[src/design/gvc_pkg.sv]
// Shared types and constants for the greedy vertex coloring unit.
// Used by gvc_core and greedy_vertex_coloring_unit; no dependencies.
`default_nettype none

package gvc_pkg;

  localparam int MAX_NODES_DEF = 64;   // default graph size limit
  localparam int ROW_W         = 64;   // adjacency row width
  localparam int COLOR_W       = 6;    // color and vertex index width
  localparam int VCOUNT_W      = 7;    // vertex_count / color_count width

  localparam logic [VCOUNT_W-1:0] VCOUNT_RST = 7'd64;

  // APB register map: one 32-bit register per word
  localparam int APB_DATA_W = 32;
  localparam int APB_ADDR_W = 3;
  localparam int REG_IDX_W  = 1;
  localparam logic [REG_IDX_W-1:0] REG_VERTEX_COUNT = 1'b0;

  typedef struct packed {
    logic [VCOUNT_W-1:0] vertex_count;
  } cfg_t;

  typedef enum logic [1:0] {
    ST_IDLE,
    ST_SCAN,
    ST_DRAIN,
    ST_PICK
  } state_t;

endpackage

`default_nettype wire

[src/design/gvc_ram.sv]
// Generic single-write, single-read RAM with registered read data.
// No dependencies.
`default_nettype none

module gvc_ram #(
  parameter int WIDTH = 8,
  parameter int DEPTH = 64
) (
  input  wire logic                     clk,
  input  wire logic                     we,
  input  wire logic [$clog2(DEPTH)-1:0] waddr,
  input  wire logic [WIDTH-1:0]         wdata,
  input  wire logic [$clog2(DEPTH)-1:0] raddr,
  output      logic [WIDTH-1:0]         rdata
);

  logic [WIDTH-1:0] mem [DEPTH];

  always_ff @(posedge clk) begin
    if (we) begin
      mem[waddr] <= wdata;
    end
    rdata <= mem[raddr];
  end

endmodule

`default_nettype wire

[src/design/gvc_core.sv]
// Coloring sequencer: scans earlier neighbors' colors one per cycle from the
// color store, then picks the lowest free color. Depends on gvc_pkg, gvc_ram.
`default_nettype none

module gvc_core #(
  parameter int MAX_NODES = gvc_pkg::MAX_NODES_DEF
) (
  input  wire logic                         clk,
  input  wire logic                         rst,
  input  wire gvc_pkg::cfg_t                cfg,
  input  wire logic                         in_valid,
  output      logic                         in_stall,
  input  wire logic [gvc_pkg::ROW_W-1:0]    neighbours,
  output      logic                         out_valid,
  input  wire logic                         out_stall,
  output      logic [gvc_pkg::COLOR_W-1:0]  vertex_index,
  output      logic [gvc_pkg::COLOR_W-1:0]  color,
  output      logic                         is_last,
  output      logic [gvc_pkg::VCOUNT_W-1:0] color_count
);
  import gvc_pkg::*;

  localparam int AW = $clog2(MAX_NODES);
  localparam logic [VCOUNT_W-1:0] MAX_CNT = VCOUNT_W'(MAX_NODES);

  state_t state, state_next;

  logic [MAX_NODES-1:0] row;
  logic [MAX_NODES-1:0] used;
  logic [AW-1:0]        cur_v;
  logic [AW-1:0]        next_vertex;
  logic [AW-1:0]        highest;
  logic [AW-1:0]        rd_idx;
  logic [AW-1:0]        rd_j;
  logic                 rd_pend;
  logic [COLOR_W-1:0]   rdata;

  logic                 accept;
  logic                 out_free;
  logic                 finish;
  logic [AW-1:0]        pick;
  logic [AW-1:0]        hi_next;
  logic [VCOUNT_W-1:0]  eff_cnt;
  logic                 last;

  gvc_ram #(
    .WIDTH (COLOR_W),
    .DEPTH (MAX_NODES)
  ) u_store (
    .clk   (clk),
    .we    (finish),
    .waddr (cur_v),
    .wdata (COLOR_W'(pick)),
    .raddr (rd_idx),
    .rdata (rdata)
  );

  assign in_stall = (state != ST_IDLE);
  assign accept   = in_valid && !in_stall;
  assign out_free = !out_valid || !out_stall;

  // lowest color not marked by a neighbor
  always_comb begin
    pick = '0;
    for (int i = MAX_NODES - 1; i >= 0; i--) begin
      if (!used[i]) begin
        pick = AW'(i);
      end
    end
  end

  always_comb begin
    if (cfg.vertex_count == '0) begin
      eff_cnt = VCOUNT_W'(1);
    end else if (cfg.vertex_count > MAX_CNT) begin
      eff_cnt = MAX_CNT;
    end else begin
      eff_cnt = cfg.vertex_count;
    end
  end

  assign last    = (VCOUNT_W'(cur_v) + VCOUNT_W'(1)) >= eff_cnt;
  assign hi_next = ((cur_v == '0) || (pick > highest)) ? pick : highest;

  always_ff @(posedge clk) begin
    if (rst) begin
      state <= ST_IDLE;
    end else begin
      state <= state_next;
    end
  end

  always_comb begin
    state_next = state;
    finish     = 1'b0;
    unique case (state)
      ST_IDLE: begin
        if (accept) begin
          state_next = (next_vertex == '0) ? ST_PICK : ST_SCAN;
        end
      end
      ST_SCAN: begin
        if (rd_idx == cur_v - AW'(1)) begin
          state_next = ST_DRAIN;
        end
      end
      ST_DRAIN: begin
        state_next = ST_PICK;
      end
      ST_PICK: begin
        if (out_free) begin
          finish     = 1'b1;
          state_next = ST_IDLE;
        end
      end
      default: begin
        state_next = ST_IDLE;
      end
    endcase
  end

  // scan datapath: store read data is registered and arrives the cycle after its address
  always_ff @(posedge clk) begin
    if (accept) begin
      row    <= neighbours[MAX_NODES-1:0];
      cur_v  <= next_vertex;
      used   <= '0;
      rd_idx <= '0;
    end else if (state == ST_SCAN) begin
      rd_idx <= rd_idx + AW'(1);
    end
    rd_j <= rd_idx;
    if (rd_pend && row[rd_j]) begin
      used[rdata[AW-1:0]] <= 1'b1;
    end
  end

  always_ff @(posedge clk) begin
    if (rst) begin
      rd_pend     <= 1'b0;
      next_vertex <= '0;
      highest     <= '0;
      out_valid   <= 1'b0;
    end else begin
      rd_pend <= (state == ST_SCAN);
      if (finish) begin
        next_vertex <= last ? '0 : cur_v + AW'(1);
        highest     <= last ? '0 : hi_next;
        out_valid   <= 1'b1;
      end else if (!out_stall) begin
        out_valid <= 1'b0;
      end
    end
  end

  always_ff @(posedge clk) begin
    if (finish) begin
      vertex_index <= COLOR_W'(cur_v);
      color        <= COLOR_W'(pick);
      is_last      <= last;
      color_count  <= VCOUNT_W'(hi_next) + VCOUNT_W'(1);
    end
  end

`ifndef NO_ASSERTIONS
  a_pick_free: assert property (@(posedge clk) disable iff (rst)
    finish |-> !used[pick])
    else $error("picked color is marked used");

  a_scan_bound: assert property (@(posedge clk) disable iff (rst)
    (state == ST_SCAN) |-> (rd_idx < cur_v))
    else $error("scan index past current vertex");

  a_count_covers: assert property (@(posedge clk) disable iff (rst)
    out_valid |-> (color_count > VCOUNT_W'(color)))
    else $error("color count does not cover emitted color");

  a_wrap: assert property (@(posedge clk) disable iff (rst)
    (finish && last) |=> (next_vertex == '0) && (highest == '0))
    else $error("graph state not cleared after last vertex");
`endif

endmodule

`default_nettype wire

[src/design/greedy_vertex_coloring_unit.sv]
// Top level of the greedy vertex coloring unit: APB register and core.
// Depends on gvc_pkg and gvc_core (which uses gvc_ram).
//
// Usage: each request on the input channel (in_valid/in_stall, neighbours)
// is the adjacency row of the next vertex of the current graph. Each one
// yields exactly one result on the output channel (out_valid/out_stall):
// vertex_index, color, is_last and color_count. The vertex whose index
// plus one reaches vertex_count is flagged is_last and the next request
// starts a new graph at vertex 0.
// Sequence: for vertex v > 0 the earlier colors are read back from the color
// store one per cycle, then a drain step, a priority pick and a store write
// follow; vertex 0 goes straight to the pick. in_stall is high while a
// vertex is being worked on; the next request is taken the cycle after the
// result is registered.
// A stalled result holds in the output register; the next vertex may be
// accepted and scanned meanwhile but waits to finish until the slot frees.
// Reset clears the vertex counter, the highest color, and sets
// vertex_count to 64; the color store needs no clearing pass.
// vertex_count (APB offset 0) should be written only while idle.
`default_nettype none

module greedy_vertex_coloring_unit #(
  parameter int MAX_NODES = gvc_pkg::MAX_NODES_DEF
) (
  input  wire logic                           clk,
  input  wire logic                           rst,
  input  wire logic                           psel,
  input  wire logic                           penable,
  input  wire logic                           pwrite,
  input  wire logic [gvc_pkg::APB_ADDR_W-1:0] paddr,
  input  wire logic [gvc_pkg::APB_DATA_W-1:0] pwdata,
  output      logic [gvc_pkg::APB_DATA_W-1:0] prdata,
  output      logic                           pready,
  input  wire logic                           in_valid,
  output      logic                           in_stall,
  input  wire logic [gvc_pkg::ROW_W-1:0]      neighbours,
  output      logic                           out_valid,
  input  wire logic                           out_stall,
  output      logic [gvc_pkg::COLOR_W-1:0]    vertex_index,
  output      logic [gvc_pkg::COLOR_W-1:0]    color,
  output      logic                           is_last,
  output      logic [gvc_pkg::VCOUNT_W-1:0]   color_count
);
  import gvc_pkg::*;

  cfg_t                 cfg;
  logic [REG_IDX_W-1:0] reg_idx;
  logic                 wr_en;

  assign pready  = 1'b1;
  assign reg_idx = paddr[APB_ADDR_W-1:2];
  assign wr_en   = psel && penable && pwrite && pready;

  always_ff @(posedge clk) begin
    if (rst) begin
      cfg.vertex_count <= VCOUNT_RST;
    end else if (wr_en && (reg_idx == REG_VERTEX_COUNT)) begin
      cfg.vertex_count <= pwdata[VCOUNT_W-1:0];
    end
  end

  always_comb begin
    prdata = '0;
    if (reg_idx == REG_VERTEX_COUNT) begin
      prdata = APB_DATA_W'(cfg.vertex_count);
    end
  end

  gvc_core #(
    .MAX_NODES (MAX_NODES)
  ) u_core (
    .clk          (clk),
    .rst          (rst),
    .cfg          (cfg),
    .in_valid     (in_valid),
    .in_stall     (in_stall),
    .neighbours   (neighbours),
    .out_valid    (out_valid),
    .out_stall    (out_stall),
    .vertex_index (vertex_index),
    .color        (color),
    .is_last      (is_last),
    .color_count  (color_count)
  );

endmodule

`default_nettype wire
[config.mk]
export PLATFORM = sky130hd
export DESIGN_NAME = greedy_vertex_coloring_unit
export DESIGN_NICKNAME = d
export VERILOG_FILES = /design/src/design/gvc_pkg.sv /design/src/design/gvc_ram.sv /design/src/design/gvc_core.sv /design/src/design/greedy_vertex_coloring_unit.sv
export SDC_FILE = /design/constraint.sdc
export NUM_CORES = 1
export LEC_CHECK = 0
export BUFFER_PORTS_ARGS = -buffer_cell sky130_fd_sc_hd__buf_4
export CAP_MARGIN = 20
export CORE_MARGIN = 1.5
export CORE_UTILIZATION = 65
export DETAILED_ROUTE_END_ITERATION = 16
export PLACE_DENSITY_LB_ADDON = 0.2
export SLEW_MARGIN = 25
export SYNTH_ARGS = -nofsm -noshare
export SYNTH_HDL_FRONTEND = slang
export SYNTH_SLANG_ARGS = --single-unit
[constraint.sdc]
create_clock -name clk -period 18.8 [get_ports clk]
set_input_delay 1.88 -clock clk [delete_from_list [all_inputs] [get_ports clk]]
set_output_delay 1.88 -clock clk [all_outputs]
set_load 0.03 [all_outputs]
# == Yosys cells after proc, flatten, opt, wreduce, memory -nomap -nowiden ==
# Memory sizes are Yosys's and may differ from the RTL's. A register that Yosys moved wholly into a read port is not among the register bits.
# Cells that the tools add are included.
# Widths: inputs -> output; s select.
# totals
reg_bits,189
word_cells,141
n_memories,1
inputBits,106
ramBits,384
# memory_table
name,depth,word_bits,rd,rd_clocked_by_memory_dff,wr,line,source
u_core.u_store.mem,64,6,1,1,1,gvc_ram.sv:17,logic [WIDTH-1:0] mem [DEPTH];
# classes
reduce_logical,17
eq_ne,8
add_sub_neg,5
n_mux,87
n_lt_le_gt_ge,6
bitwise_logic,2
# op_table
operator,n
$mux 6,67
$mux 64,2
$or 64x64->64,1
$mux 7,3
$add 6x1->7 const B,2
$lt 6x7->1 const B,2
$add 6x1->6 const B,2
$logic_not 6->1,2
$mux 1,8
$mux 2,4
$ne 2x1->1 const B,4
$pmux 2 s4,1
$ge 7x7->1,1
$gt 7x7->1 const B,1
$logic_not 7->1,1
$bmux 1 s6,1
$demux 1 s6,1
$eq 6x6->1,1
$ge 6x1->1 const B,1
$gt 6x6->1,1
$logic_and 1x1->1,6
$sub 6x1->6 const B,1
$eq 2x2->1 const B,2
$logic_not 1->1,3
6 further kinds,7

# == Longest topological paths before layout ==
# Gate-level depths: netlist of the first run.
# depth
ltp_word,68
mapped_depth,18

# == Hierarchy ==
# A second synthesis of the first run with hierarchy kept.
# unflattened
hier_cells,1446
area_unflattened_um2,23719.0
# modules_own_cells
mod,seq_area_each_um2,cells_per_inst,area_each_um2,instances
gvc_ram,11651.2,720,15225.9,1
gvc_core,4544.4,660,7911.3,1
greedy_vertex_coloring_unit,140.1,66,581.8,1

# == Least setup slack after synthesis of the first run ==
# Ideal clock, no wire load.
# synth_timing
kind,reg-to-reg
from,register u_core.used[59]
to,register u_core.color_count[5] (netlist name) (data pin)
path_slack_ns,12.733
path_buffers,0
stages_incl_launch_ff,14
t_arrival_ns,5.801
cell_sequence,dfxtp_1 -> and4_1 -> a2111oi_0 -> o31ai_1 -> a31oi_1 -> nor3_1 -> ha_1 -> and3_1 -> o21ai_0 -> nand3_1 -> a31oi_1 -> mux2i_1 -> nor4_1 -> xnor2_1
# synth_between
elab_chain_cells,64
# synth_rtl
item,line,source
start: declaration,gvc_core.sv:29,logic [MAX_NODES-1:0] used;
start signal: assignment,gvc_core.sv:127,used <= '0;
start signal: indexed assignment,gvc_core.sv:134,used[rdata[AW-1:0]] <= 1'b1;
$mux 6 * (60 in a row),gvc_core.sv:66,if (!used[i]) begin
named net u_core.pick[2],gvc_core.sv:41,logic [AW-1:0] pick;
$gt 6x6->1,gvc_core.sv:83,assign hi_next = ((cur_v == '0) || (pick > highest)) ? pick : highest;
$logic_or 1x1->1,gvc_core.sv:83,
$mux 6 *,gvc_core.sv:83,
$add 6x1->7 *,gvc_core.sv:161,color_count <= VCOUNT_W'(hi_next) + VCOUNT_W'(1);
end signal: assignment,gvc_core.sv:161,
end: declaration,gvc_core.sv:19,output logic [gvc_pkg::VCOUNT_W-1:0] color_count
# Mark *: on every way through the listed nets, which the timed path passes. The rest lies on a longest branch.
# A chain may end at the register's enable or synchronous reset.

# == Worst setup path in the final report of the first run ==
# layout_timing
from,register u_core.used[33]
to,register u_core.color_count[5] (netlist name) (data pin)
# layout_between
elab_chain_cells,38
# layout_rtl
item,line
$mux 6 * (34 in a row),gvc_core.sv:66
named net u_core.pick[3],gvc_core.sv:41
$gt 6x6->1,gvc_core.sv:83
$logic_or 1x1->1,gvc_core.sv:83
$mux 6 *,gvc_core.sv:83
$add 6x1->7 *,gvc_core.sv:161
# Marked as above.

==> results of run 1 <==
[cell usage in the layout, fill, tap and decap left out, types with 24 or more instances in the layout]
master                      synthesis  routed
sky130_fd_sc_hd__clkbuf_16          0      55
sky130_fd_sc_hd__buf_4             26     120
sky130_fd_sc_hd__nand2_1           79      78
sky130_fd_sc_hd__mux4_2           137     137
sky130_fd_sc_hd__nor2_1           117     116
sky130_fd_sc_hd__nand3_1           32      32
sky130_fd_sc_hd__edfxtp_1         474     474
sky130_fd_sc_hd__conb_1             2      26
sky130_fd_sc_hd__dfxtp_1          105     102
sky130_fd_sc_hd__inv_1             25      24
sky130_fd_sc_hd__o21ai_0           29      29
sky130_fd_sc_hd__a22o_1            43      43
[worst paths after layout]
path	startpoint	endpoint	slack (ns)	cells past startpoint
worst max-delay path	u_core.used[33]	u_core.color_count[5]	14.01	14
worst min-delay path	u_core.next_vertex[3]	u_core.cur_v[3]	0.46	0
worst max register to register	u_core.used[33]	u_core.color_count[5]	14.01	14
worst min register to register	u_core.next_vertex[3]	u_core.cur_v[3]	0.46	0
[state kept, by name (all words and copies together) (netlist names), 7 cells and up]
name,count
u_core.u_store.mem,384
u_core.used,64
cfg,7
u_core.row,64
u_core.color_count,7
[per-stage QoR]
step                      instance area (sq um)  util, %  hold WS (ns)
after floorplan                           23470        -        0.3290
after CTS                                 26210    73.86        0.4600
after detailed placement                  24540    69.15        0.4456
after global placement                    24540    69.15        0.4408
final                                     26210    73.87        0.4644
after global routing                      26210    73.87        0.4731
[final cells by class]
type	instances	area (sq um)	area share, %
sequential	579	16340	62.36
multi-input combinational	696	6618	25.25
clock buffer	65	1414	5.394
timing repair buffer	120	900.9	3.437
tap	461	576.8	2.201
clock inverter	32	255.2	0.9738
inverter	27	102.6	0.3914
[synth_stat cells (3+ instances only)]
master	instances	area, sq um
sky130_fd_sc_hd__nand2b_1	10	62.56
sky130_fd_sc_hd__nor2b_1	10	62.56
sky130_fd_sc_hd__nor4_1	5	31.28
sky130_fd_sc_hd__edfxtp_1	474	14230
sky130_fd_sc_hd__nor2_1	117	439.2
sky130_fd_sc_hd__nand2_1	79	296.5
sky130_fd_sc_hd__o31ai_1	4	30.03
sky130_fd_sc_hd__buf_1	16	60.06
sky130_fd_sc_hd__nor3b_1	3	22.52
sky130_fd_sc_hd__a21oi_1	23	115.1
sky130_fd_sc_hd__mux2i_1	13	130.1
sky130_fd_sc_hd__nor3_1	14	70.07
sky130_fd_sc_hd__mux4_1	9	236.5
sky130_fd_sc_hd__or3_1	3	18.77
sky130_fd_sc_hd__a311oi_1	5	43.79
sky130_fd_sc_hd__buf_2	4	20.02
sky130_fd_sc_hd__a21boi_0	4	30.03
sky130_fd_sc_hd__o21ai_1	6	30.03
sky130_fd_sc_hd__nand4_1	17	106.4
sky130_fd_sc_hd__a31oi_1	8	50.05
sky130_fd_sc_hd__dfxtp_1	105	2102
sky130_fd_sc_hd__or2_2	3	18.77
sky130_fd_sc_hd__o22ai_1	3	18.77
sky130_fd_sc_hd__a2bb2oi_1	4	35.03
sky130_fd_sc_hd__ha_1	22	275.3
sky130_fd_sc_hd__clkbuf_1	40	150.1
sky130_fd_sc_hd__xor2_1	9	78.83
sky130_fd_sc_hd__a22o_1	43	376.6
sky130_fd_sc_hd__buf_4	26	195.2
sky130_fd_sc_hd__nand3_1	32	160.2
sky130_fd_sc_hd__inv_1	25	93.84
sky130_fd_sc_hd__o21ai_0	29	145.1
sky130_fd_sc_hd__and4_1	3	26.28
sky130_fd_sc_hd__o21a_1	3	22.52
sky130_fd_sc_hd__mux4_2	137	3085
sky130_fd_sc_hd__and3_1	3	18.77
sky130_fd_sc_hd__xnor2_1	10	87.58
[worst reg2reg max path, delay by kind of cell, from the launching register on]
family / cells / cell delay (ns)
AOI/OAI and AO/OA: 5 / 1.36
and+or+nand+nor: 5 / 1.24
DFF: 1 / 0.42
adders and majority gates: 1 / 0.46
muxes: 1 / 0.38
buffers and inverters: 1 / 0.55
xor gates and xnor gates: 1 / 0.11
[layer usage]
metal  global-route usage (%)  wire (um)
met1                    38.65      19610
met3                    7.001       5314
met4                    10.76       1686
met5                        0          0
met2                    45.00      24350
[power by group through the flow]
stage                     sequential (mW)  combinational [mW]  clock, mW
final                                1.56               0.522       1.04
after detailed placement             1.58               0.522          0
after CTS                            1.56               0.525       1.05
after global placement               1.58               0.512          0
after floorplan                      1.52               0.437          0
after global routing                 1.57               0.555       1.10
[logic make-up after synthesis]
logic type	Yosys count	synth area share, %
AOI/OAI and AO/OA	150	4.517
adders and majority gates	22	1.177
buffers and inverters	115	2.365
xor gates and xnor gates	19	0.7117
and+or+nand+nor	318	6.470
other	2	0.03212
muxes	161	14.86
DFF	579	69.87
==> results.txt, run 1 <==
The clock tree skew after final layout is 0.02853 ns, and the die width is 192.7 um. The logs give 13.46 ns for the pre-CTS setup slack and 0 for the number of failing setup endpoints in the final timing report. After detailed routing, the average wire length per cell comes to 25.73 um. TritonCTS built the clock tree.

At the end of routability-driven placement, the weighted congestion stood at 0.8763. Clock tree root driver cell: sky130_fd_sc_hd__clkbuf_16. STA puts the critical path data arrival time at 5.14 ns. Detailed placement HPWL: 31170 um. The tools report the startpoint type of the worst setup path as a register.

The highest attainable clock frequency was 208.6 MHz. Including well taps, the total number of placed cells is 1883. The die covers 37120 sq um.

The path type of the worst setup path was reg -> reg. In this run, synthesis produced a sequential element count of 579. The post-synthesis cell count was 1366; the number of CTS-inserted buffers was 55. In the synthesized netlist the dominant register cell turns out to be sky130_fd_sc_hd__edfxtp_1.

The ratio of total power to cell area was 119.0 nW/um^2; the per-instance average area after synthesis was 17.12 sq um. For the finished layout, the period the worst path requires is 4.793 ns. In this run the power spent charging and discharging nets is 0.8403 mW. After the flow finishes, the layout carries non-filler instances totaling 1980. After detailed routing, the number of remaining DRC violations is 0. In this run the core area contains 69 standard-cell rows. The tools report the number of antenna violations at the first check in global routing as 0. The flow ran to the end, and the final reports show no timing, DRC or antenna violations.

The actual transition at the worst max-transition pin works out to 1.024 ns. Sum of negative setup slack: 0 ns. The run gives 0 as the number of failing hold endpoints at the final stage. For this run, the total global-route usage over all layers was measured as 28.40%.

The tools report the post-synthesis sequential area ratio as 69.87%. Setup repair after global routing left no endpoint under its margin. The run gives 5 as the number of iterations in the first detailed-routing pass. Number of unique standard cell types used by synthesis: 71.

The relative max-transition margin is 31.71%. The clock passes through at most 3 buffers. Dividing the detail-routed via count by the number of cells gives 6.504.

The number of max-cap violations came out at 0. The worst setup path is captured at a register. The worst path meets setup with 14.01 ns of slack. Of the available clock period, the critical path in the final layout requires 25.49%. The combined area of all synthesized cells was 23380 sq um. The die span in y is 192.7 um, and the core box area is 35480 sq um. The async set or reset register ratio after synthesis is 0%, and the switching part of the total is 26.94%. Final routed wirelength across all metal layers: 50950 um. Traced cell by cell, the critical path runs through nand4_1 -> nor3_1 -> a21boi_0 -> o31ai_1 -> a21oi_4 -> buf_4 -> ha_1 -> and3_1 -> o21ai_0 -> nand3_1 -> a31oi_1 -> mux2i_1 -> nor4_1 -> xnor2_1.

The number of buffers inserted by post-CTS setup repair was 0; the clock transition at the registers of the reported paths was 0.06 ns. The clock tree synthesis step divided the H-tree into 2 levels. The post-route netlist has 23.70% of its cells at a drive strength greater than 1.

Data required time of the worst path: 19.14 ns. The tools report the number of nets still failing antenna checks after routing as 0. The worst-case IR drop observed on VDD is 0.1283 mV.

For the count of final max-slew check failures, the log shows 0. Global-route wire length before repair: 75960 um. The area growth from synthesis to layout was 12.10%; the count of buffers from port buffering was 107.

Once the clock tree was built, the resizer swapped 0 gates to a different size. The yosys synthesis warning count is 0, and the standby leakage power is 7.830 nW. Registers are responsible for 49.9% of the overall power. Entering global routing, the biggest net connects 71 pins.

The number of buffer and inverter stages on the critical path works out to 1. The count of filler cells inserted in the layout came out at 2068. For this design the top-level I/O count stands at 161.

The number of global-route vias before repair came out at 12860. The run gives 12880 as the via total after detailed routing. On the worst path, the slowest cell contributes a delay of 0.72 ns. The count of flip-flops with a built-in enable after synthesis works out to 474.

The number of nets in the layout is 1607. Combinational cells account for 16.7% of the total power. Once the floorplan was initialized, standard cells occupied 65.89% of the core.

The cell family contributing the most delay on the critical path is compound AO/OA/AOI/OAI gates. The run gives 0 as the quantity of hold-fixing buffers added after cts. On the critical path, the stage with the largest delay is an instance of sky130_fd_sc_hd__a31oi_1. The internal portion of the total power is 2.279 mW. In this run the worst hold path is classified as reg -> reg. The run gives 0.63 ns as the latest clock arrival within the worst-skew pair. The tools report the residual overflow from global routing as 0.

The total power of the final layout is 3.119 mW, and the number of sinks on the clock net is 579. The number of antenna diodes in the final layout is 0. The maximum net fanout on the critical path is 67. The clock network burns 33.4% of the power. The detailed router finished its first iteration with 1376 violations.
Note: power is estimated with default switching activity, not from simulation.
==> run 2, diff against run 1 <==
Settings changed: CORE_UTILIZATION 65 to 60.
Clock period 18.8 ns to 4.6 ns, I/O delays scaled along.
==> results.txt, run 2 (synthesized netlist as in run 1, its figures left out) <==
The final critical path takes up 83.04% of the cycle. The clock transition at the registers of the reported paths was 0.07 ns; the number of buffers inserted by post-CTS setup repair was 0. The critical path capture point type is a register. Routability-driven placement finished with a final weighted congestion of 0.8973. The via total after detailed routing was 12900; the number of buffer and inverter stages on the critical path was 1.

CTS built an H-tree with a depth of 2. The first global-routing pass estimated 78880 um of wire. Detailed placement finished with a half-perimeter wire length of 31110 um. The ratio of total power to cell area is 506.1 nW/um^2, and the core box area is 38560 sq um. The signal on the critical path passes through nand2_1 -> a311oi_1 -> o311ai_0 -> a311oi_1 -> nor4_1 -> o21a_2 -> ha_1 -> nor2b_1 -> o21ai_0 -> nand3_1 -> a31oi_1 -> buf_4 -> mux2_2 -> ha_1 -> nand2_1 -> xor2_1. For the area of all placed cells without fillers, the log shows 26690 sq um.

Most frequent standard cell in the layout excluding fill and tap cells: sky130_fd_sc_hd__edfxtp_1. The register-to-register setup slack was 0.78 ns. OpenSTA, run right after detailed placement, puts the worst setup slack at 0.8382 ns. Dividing the detail-routed wire length by the instance count gives 25.43 um. The number of hold buffers added after CTS was 0. The number of global-route vias before repair is 13090, and the die span in y is 200.4 um. Counting tap cells, the placed design contains a total of 1943 instances.

TritonCTS built the clock tree. For this configuration, the core starts out at a cell density of 60.64%. On the critical path, the stage with the largest delay is an instance of sky130_fd_sc_hd__dfxtp_1. Setup repair after global routing left no endpoint under its margin. Timing would allow up to 261.8 MHz. The number of vias per cell is 6.299, and the number of failing hold endpoints at the final stage is 0. The final standard cell count with taps included and fillers excluded is 2048, and the DRC violation count after routing is 0. After global routing the overflow that remains totals 0. Summed over all cells, the static leakage comes to 8.008 nW. Before antenna repair, the detailed router went through 5 iterations. For the worst hold slack after final layout, the log shows 0.02781 ns. After clock tree synthesis, the repair step resized 0 gates. Of all nets on the critical path, the largest fanout is 8. The run gives 4.93 ns as the data required time of the worst path. The largest registers in the layout are u_core.u_store.mem x384, u_core.row x64, u_core.used x64.

Pin placement for this block handled 161 I/O pins. The die covers 40160 sq um. The flip-flop count of the largest register, all copies and words added is 384, and the utilization after layout is 69.22%. The number of CTS-inserted buffers is 56. The run gives 0 as the number of max-cap violations. The final critical-path required period is 3.820 ns, and the die width is 200.4 um. The total power of the final layout is 13.51 mW. The arrival time reported for the critical path endpoint was 4.15 ns. Once routing completed, OpenROAD measured the worst setup slack at 0.7803 ns.

The number of diodes added for antenna fixing is 0. In the layout the commonest cells are 474 x sky130_fd_sc_hd__edfxtp_1, 137 x sky130_fd_sc_hd__mux4_2, 120 x sky130_fd_sc_hd__buf_4, 116 x sky130_fd_sc_hd__nor2_1, 102 x sky130_fd_sc_hd__dfxtp_1. The tools report the count of routing violations after the opening detailed-route iteration as 1437. The critical path starts at u_core.used[59].

The worst hold path begins at neighbours[0]. The number of nets in the layout came out at 1611. The type of the most critical hold path is in -> reg.

The tree built by TritonCTS fans out to 579 sinks. The maximum cell stage delay along the critical path was 0.42 ns. The detail route stage leaves a number of antenna-violating nets equal to 0. Entering global routing, the biggest net connects 79 pins. The proportion of layout cells with a drive suffix above 1 works out to 25.10%.

The tools report the clock tree root driver cell as sky130_fd_sc_hd__clkbuf_16. The actual transition at the worst max-transition pin was 0.9988 ns; the latest clock arrival within the worst-skew pair was 0.61 ns. The floorplan has 72 rows. Final routed wirelength across all metal layers: 52080 um.

By startpoint and endpoint, the worst setup path is classified as reg -> reg. The area growth from synthesis to layout works out to 14.14%. The kind of cell adding the most delay to the critical path was compound AO/OA/AOI/OAI gates.

The worst pin sits at a relative slew slack of 33.42%. For the final database, setup skew stands at 0.02066 ns. The run finished with clean final reports. Number of failing setup endpoints in the final timing report: 0.

The placed standard-cell area came out at 24680 sq um. The worst-case IR drop observed on VDD is 0.3530 mV. u_core.u_store.mem holds more flip-flops than any other register. The startpoint identified for the worst register-to-register timing path is u_core.used[59]. In this run the tool buffered the top-level ports with 107 buffer cells. Count of final max-slew check failures: 0.

The number of antenna violations at the first check in global routing was 0. The maximum clock insertion buffer count was 3. After routing, the total negative slack on setup checks comes to 0 ns. The aggregate global-route resource usage came out at 26.30%. The tools report the startpoint type of the worst setup path as a register.
## run 2: changes by cell type in the layout (fill, tap and decap cells not counted), sizes merged
cell	delta
clkbuf	+4
clkinvlp	+5
bufinv	+8
clkinv	-9
buf	+3
## run 2: cell type report
cell class,instances,area (sq um)
sequential,579,16350
fill,2481,11870
multi-input combinational,696,6624
clock buffer,69,1521
timing repair buffer,123,960.9
tap,518,648.1
clock inverter,36,484.2
inverter,27,102.6
## run 2: per-layer routing
layer / vias up / GRT usage (%) / part of all wire [%]
met2: 628 / 41.23 / 48
met3: 93 / 4.784 / 8.1
met5: - / 0 / 0
li1: 5605 / - / -
met1: 6574 / 37.26 / 41
met4: 0 / 10.39 / 3.2
## run 2: path summary, 6_finish.rpt
check                     endpoint  cells past startpoint
min reg2reg        u_core.cur_v[4]                      0
min                  u_core.row[0]                      1
max          u_core.color_count[4]                     16
max reg2reg  u_core.color_count[4]                     16
## run 2: power by group
group / switching, mW / internal [mW]
Clock: 1.96 / 2.97
Sequential: 0.403 / 5.94
Combinational: 1.18 / 1.05
